## src/rtl/rbsi_pkg.sv

```systemverilog
// Shared types, constants and saturation helpers for the ray/box slab test.
// No dependencies.
package rbsi_pkg;

  localparam int CW = 32;
  localparam int FB = 16;
  localparam int QB = CW - 1;
  localparam int NW = CW + 1 + FB;
  localparam int TW = 17;

  typedef logic signed [CW-1:0] coord_t;
  typedef logic [TW-1:0] thr_t;

  localparam coord_t CMAX = coord_t'((64'sd1 <<< (CW - 1)) - 64'sd1);
  localparam coord_t CMIN = coord_t'(-(64'sd1 <<< (CW - 1)));
  localparam thr_t THR_RESET = thr_t'(8);

  function automatic coord_t sat35(input logic signed [34:0] v);
    coord_t r;
    if (v > 35'(CMAX)) r = CMAX;
    else if (v < 35'(CMIN)) r = CMIN;
    else r = v[CW-1:0];
    return r;
  endfunction

  function automatic coord_t sat65(input logic signed [64:0] v);
    coord_t r;
    if (v > 65'(CMAX)) r = CMAX;
    else if (v < 65'(CMIN)) r = CMIN;
    else r = v[CW-1:0];
    return r;
  endfunction

endpackage

```

## src/rtl/rbsi_div.sv

```systemverilog
// Pipelined saturating fixed-point divider: num * 2^FB / den, truncated, one
// quotient bit per stage. Depends on rbsi_pkg.
module rbsi_div (
  input  logic                            clk,
  input  logic                            en,
  input  logic signed [rbsi_pkg::CW:0]    num,
  input  rbsi_pkg::coord_t                den,
  output rbsi_pkg::coord_t                quo
);

  localparam int CW = rbsi_pkg::CW;
  localparam int FB = rbsi_pkg::FB;
  localparam int QB = rbsi_pkg::QB;
  localparam int NW = rbsi_pkg::NW;

  logic [CW:0]   nmag;
  logic [NW-1:0] nsh;
  logic [CW-1:0] dmag_in;

  assign nmag    = num[CW] ? (CW+1)'(-num) : num;
  assign nsh     = {nmag, FB'(0)};
  assign dmag_in = den[CW-1] ? CW'(-den) : den;

  logic [CW-1:0] rem  [0:QB];
  logic [QB-1:0] nl   [0:QB];
  logic [CW-1:0] dm   [0:QB];
  logic [QB-1:0] qq   [0:QB];
  logic          ovf  [0:QB];
  logic          neg  [0:QB];
  logic          zero [0:QB];

  always_ff @(posedge clk) begin
    if (en) begin
      rem[0]  <= CW'(nsh[NW-1:QB]);
      nl[0]   <= nsh[QB-1:0];
      dm[0]   <= dmag_in;
      qq[0]   <= '0;
      ovf[0]  <= CW'(nsh[NW-1:QB]) >= dmag_in;
      neg[0]  <= num[CW] ^ den[CW-1];
      zero[0] <= (num == '0);
    end
  end

  for (genvar k = 0; k < QB; k++) begin : g_step
    logic [CW:0] trial;
    logic        take;
    assign trial = {rem[k], nl[k][QB-1]};
    assign take  = trial >= {1'b0, dm[k]};
    always_ff @(posedge clk) begin
      if (en) begin
        rem[k+1]  <= take ? CW'(trial - {1'b0, dm[k]}) : trial[CW-1:0];
        nl[k+1]   <= {nl[k][QB-2:0], 1'b0};
        dm[k+1]   <= dm[k];
        qq[k+1]   <= {qq[k][QB-2:0], take};
        ovf[k+1]  <= ovf[k];
        neg[k+1]  <= neg[k];
        zero[k+1] <= zero[k];
      end
    end
  end

  always_comb begin
    if (zero[QB]) quo = '0;
    else if (ovf[QB]) quo = neg[QB] ? rbsi_pkg::CMIN : rbsi_pkg::CMAX;
    else if (neg[QB]) quo = -$signed({1'b0, qq[QB]});
    else quo = $signed({1'b0, qq[QB]});
  end

endmodule
```

## config.mk

```make
export PLATFORM = sky130hd
export DESIGN_NAME = rbsi_div
export DESIGN_NICKNAME = d
export VERILOG_FILES = /design/src/rtl/rbsi_pkg.sv /design/src/rtl/rbsi_div.sv
export SDC_FILE = /design/constraint.sdc
export NUM_CORES = 2
export LEC_CHECK = 0
export BUFFER_PORTS_ARGS = -buffer_cell sky130_fd_sc_hd__buf_2
export CAP_MARGIN = 20
export CORE_MARGIN = 8
export CORE_UTILIZATION = 63
export DETAILED_ROUTE_END_ITERATION = 16
export PLACE_DENSITY = 0.86
export SKIP_LAST_GASP = 1
export SLEW_MARGIN = 20
export SYNTH_ARGS = -nofsm -noshare
export SYNTH_HDL_FRONTEND = slang
export SYNTH_MEMORY_MAX_BITS = 65536
export SYNTH_SLANG_ARGS = --single-unit
```

## constraint.sdc

```tcl
create_clock -name clk -period 3.8 [get_ports clk]
set_clock_uncertainty 0.1 [all_clocks]
set_input_delay 0 -clock clk [delete_from_list [all_inputs] [get_ports clk]]
set_output_delay 0 -clock clk [all_outputs]
set_load 0.1 [all_outputs]
```

==> flow_metrics.tcl <==
set metrics [dict create \
    antenna_found_initial 18 \
    cp_max_fo 5 \
    cts_tree "done" \
    clock_sinks 2682 \
    yosysSeqAreaShare 0.551 \
    slew_headroom 0.431 \
    regArea_um2 80500 \
    vias_per_cell 6.22 \
    drt-initial-drc-count 11400 \
    maxCapViolations 0 \
    hold_slack_ns 0.0703 \
    yosysWarnings 0 \
    routabilityCongestion 0.976 \
    p_sw_mw 52.4 \
    switching_share 0.372 \
    p_int_mw 88.4 \
    synth.ff_latch_count 2682 \
    crit_required_ns 4.38 \
    use_met2 0.466 \
    r2r_setup_slack_ns -0.07 \
    clkPwrFrac 0.202 \
    cp_data_arrival_time_ns 4.45 \
    die_h_um 498 \
    track_usage 0.277 \
    syn2layout_area_growth_pct 13.3 \
    dr.pass1.iters 7 \
    busiest_layer "met2" \
    drtAntennaViolNets 0 \
    dp_hpwl_mm 260 \
    drcViolationCount 0 \
    seqPwrFrac 0.338 \
    worstMarginPinSlew_ns 0.854 \
    status "complete, but fails checks" \
    ir_drop_uv 482 \
    hp-class "primary input to flip-flop" \
    endpoint_kind "flip-flop" \
    synth_edf_count 2682 \
    clock_path_buffers 4 \
    async_flop_share 0 \
    start_kind "flip-flop" \
    core_um2 230000 \
    wl_per_cell_um 21.8 \
    grt_pass1_wl_mm 556 \
    drv_slew 0 \
    leakagePower_nw 67.7 \
    die-area_um2 248000 \
    path_class "flip-flop to flip-flop" \
    setup_viol 21 \
    rsz0062_at_grt "yes" \
    netlist_area_um2 146000 \
    num-fill-cells 15400 \
    routed_wl_mm 361 \
    clk_pin_slew_ns 0.06 \
    max_freq_ghz 0.258 \
    layout_min_cycle_time_ns 3.87 \
    finalHoldViolCount 0 \
    period_share 1.02 \
    cts_root_buffer "clkbuf_16" \
    p_total_mw 141 \
    violations "negative setup slack" \
    io_buffers 98 \
    grt_pass1_vias 101000 \
    finalSetupTns_ns -0.651 \
    die_w_um 498 \
    dpl.cell_count 15800 \
    start_util 0.634 \
    ys_types 112 \
    drive_gt1_frac 0.120 \
    pwr-share-comb 0.460 \
    clk_latency_ns 0.94 \
    via_count 103000 \
    grt_max_degree 153 \
    synthCells 12500 \
    grt-ovfl-total 0 \
    h-tree-depth 5 \
    grtUsageMet1 0.375 \
    synth_flop_cell "edfxtp_1" \
    multi_input_area_um2 60400 \
    num_io_pins 99 \
    use_met3 0.0354 \
    cts_made_buffers 297 \
    final_cell_count_no_fill 16500 \
    power_density_nw_per_um2 851 \
    syn_area_per_cell_um2 11.6 \
    fin_util 0.718 \
    finalNetCount 14400 \
    setup_slack_ns -0.0727 \
    syn_nets 13600 \
    num_rows 176 \
]
per-stage QoR:
step | area, um^2 | worst slack, ns
after CTS | 164000 | -0.00398
after global placement | 153000 | -0.517
after floorplan | 146000 | 0.0463
after global routing | 165000 | -0.156
after detailed placement | 153000 | -0.544
final | 165000 | -0.0727
registers in the layout, indices dropped and copies added (netlist names):
name,count
nl,120
qq,496
ovf,32
neg,32
dm,992
rem,978
zero,32
worst max-delay path: stages, from the launching register on:
cell,delay (ns)
edfxtp_1,0.47
ha_4,0.26
nor2b_4,0.13
o31ai_2,0.26
buf_4,0.19
a21oi_2,0.07
o21ai_1,0.14
buf_4,0.16
o211ai_1,0.10
buf_4,0.18
a2111oi_4,0.48
nor4_4,0.10
o31ai_4,0.33
buf_6,0.17
buf_12,0.13
mux2_2,0.33
cell type report:
cell class                 count  share of cell area
antenna                        7            0.000106
clock buffer                 342              0.0466
clock inverter               162              0.0107
inverter                    1247              0.0283
multi-input combinational   8337               0.365
sequential                  2682               0.487
tap                         3026              0.0229
timing repair buffer         737              0.0396
placed cells by master, fill, tap and decap left out, types with 60 or more instances in the layout:
cell type and instances:
o31ai_1 81, inv_1 1240, a211oi_1 69, nand4_1 148
ha_1 993, dlygate4sd3_1 176, a31oi_1 101, nor2b_1 149
and3_1 98, nand2_1 691, edfxtp_1 2682, buf_2 94
mux2_2 322, xnor2_1 510, nor2_1 868, mux2_4 74
o21ai_0 611, o21bai_1 112, buf_4 398, a21o_1 472
o21a_1 160, nor4_1 60, clkbuf_16 307, nand3_1 197
nor3_1 142, xor2_1 337, a21oi_1 1060, nand2b_1 140
routing by layer:
metal	up-vias	share of wire	wire length [um]
met5	-	0.000030	11
met4	2	0.040	14400
met3	936	0.069	24800
met2	4334	0.48	172000
met1	49900	0.41	150000
li1	47700	-	-
timing repair:
action / in CTS / in global routing
hold buffers: 176 / 0
gates cloned: 0 / 5
hold endpoints to repair: 1918 / 0
setup buffers: 1 / 50
endpoints found under the setup margin: 91 / 452
gates resized for setup: 20 / 140
pin swaps: 2 / 40
worst paths after layout:
check                                   to  startpoint  cells after the start
worst max-delay path             rem[3][3]   rem[2][0]                     15
worst min-delay path            rem[0][17]     num[30]                      4
worst max register to register   rem[3][3]   rem[2][0]                     15
worst min register to register  qq[17][12]  qq[16][11]                      0
power by group through the flow:
stage          registers, mW  clock network, mW  logic (mW)
3_5_place_dp            47.9                  0        61.7
4_1_cts                 47.5               28.8        62.8
2_1_floorplan           45.5                  0        46.2
6_report                47.6               28.4        64.8
5_1_grt                 48.1               29.8        70.6
3_3_place_gp            47.8                  0        59.7
cell usage after synthesis, types with 33 or more instances:
| master | number | share of area |
|---|---|---|
| edfxtp_1 | 2682 | 0.55 |
| inv_1 | 1241 | 0.032 |
| a21oi_1 | 1077 | 0.037 |
| ha_1 | 999 | 0.086 |
| nor2_1 | 870 | 0.022 |
| nand2_1 | 692 | 0.018 |
| o21ai_0 | 631 | 0.022 |
| xnor2_1 | 510 | 0.031 |
| a21o_1 | 472 | 0.024 |
| xor2_1 | 337 | 0.020 |
| mux2_2 | 322 | 0.025 |
| nand3_1 | 198 | 0.0068 |
| clkbuf_1 | 190 | 0.0049 |
| o21a_1 | 161 | 0.0083 |
| nor2b_1 | 151 | 0.0065 |
| nand4_1 | 148 | 0.0063 |
| nor3_1 | 147 | 0.0050 |
| nand2b_1 | 140 | 0.0060 |
| o21bai_1 | 116 | 0.0060 |
| a31oi_1 | 108 | 0.0046 |
| and3_1 | 98 | 0.0042 |
| o31ai_1 | 92 | 0.0047 |
| a211oi_1 | 78 | 0.0040 |
| mux2_4 | 74 | 0.0076 |
| nor4_1 | 67 | 0.0029 |
| or3_1 | 55 | 0.0024 |
| buf_2 | 53 | 0.0018 |
| or2_2 | 51 | 0.0022 |
| and2_1 | 48 | 0.0021 |
| o211ai_1 | 42 | 0.0022 |
| o31a_1 | 41 | 0.0025 |
| a21boi_0 | 40 | 0.0021 |
| nor3b_1 | 36 | 0.0019 |
| a211o_1 | 33 | 0.0020 |
logic make-up (layout without fill, tap and decap cells):
| group | count (synthesis) | after routing | synth area share |
|---|---|---|---|
| adder cells (fa/ha/maj) | 1029 | 1029 | 0.0897 |
| flip-flops | 2682 | 2682 | 0.551 |
| multiplexers | 436 | 436 | 0.0353 |
| AND/OR/NAND/NOR | 2810 | 2810 | 0.0926 |
| buffers and inverters | 1524 | 2488 | 0.0403 |
| AO/OA/AOI/OAI | 3215 | 3215 | 0.140 |
| other | 0 | 7 | 0 |
| XOR/XNOR | 847 | 847 | 0.0508 |
(Power assumes the default switching activity.)
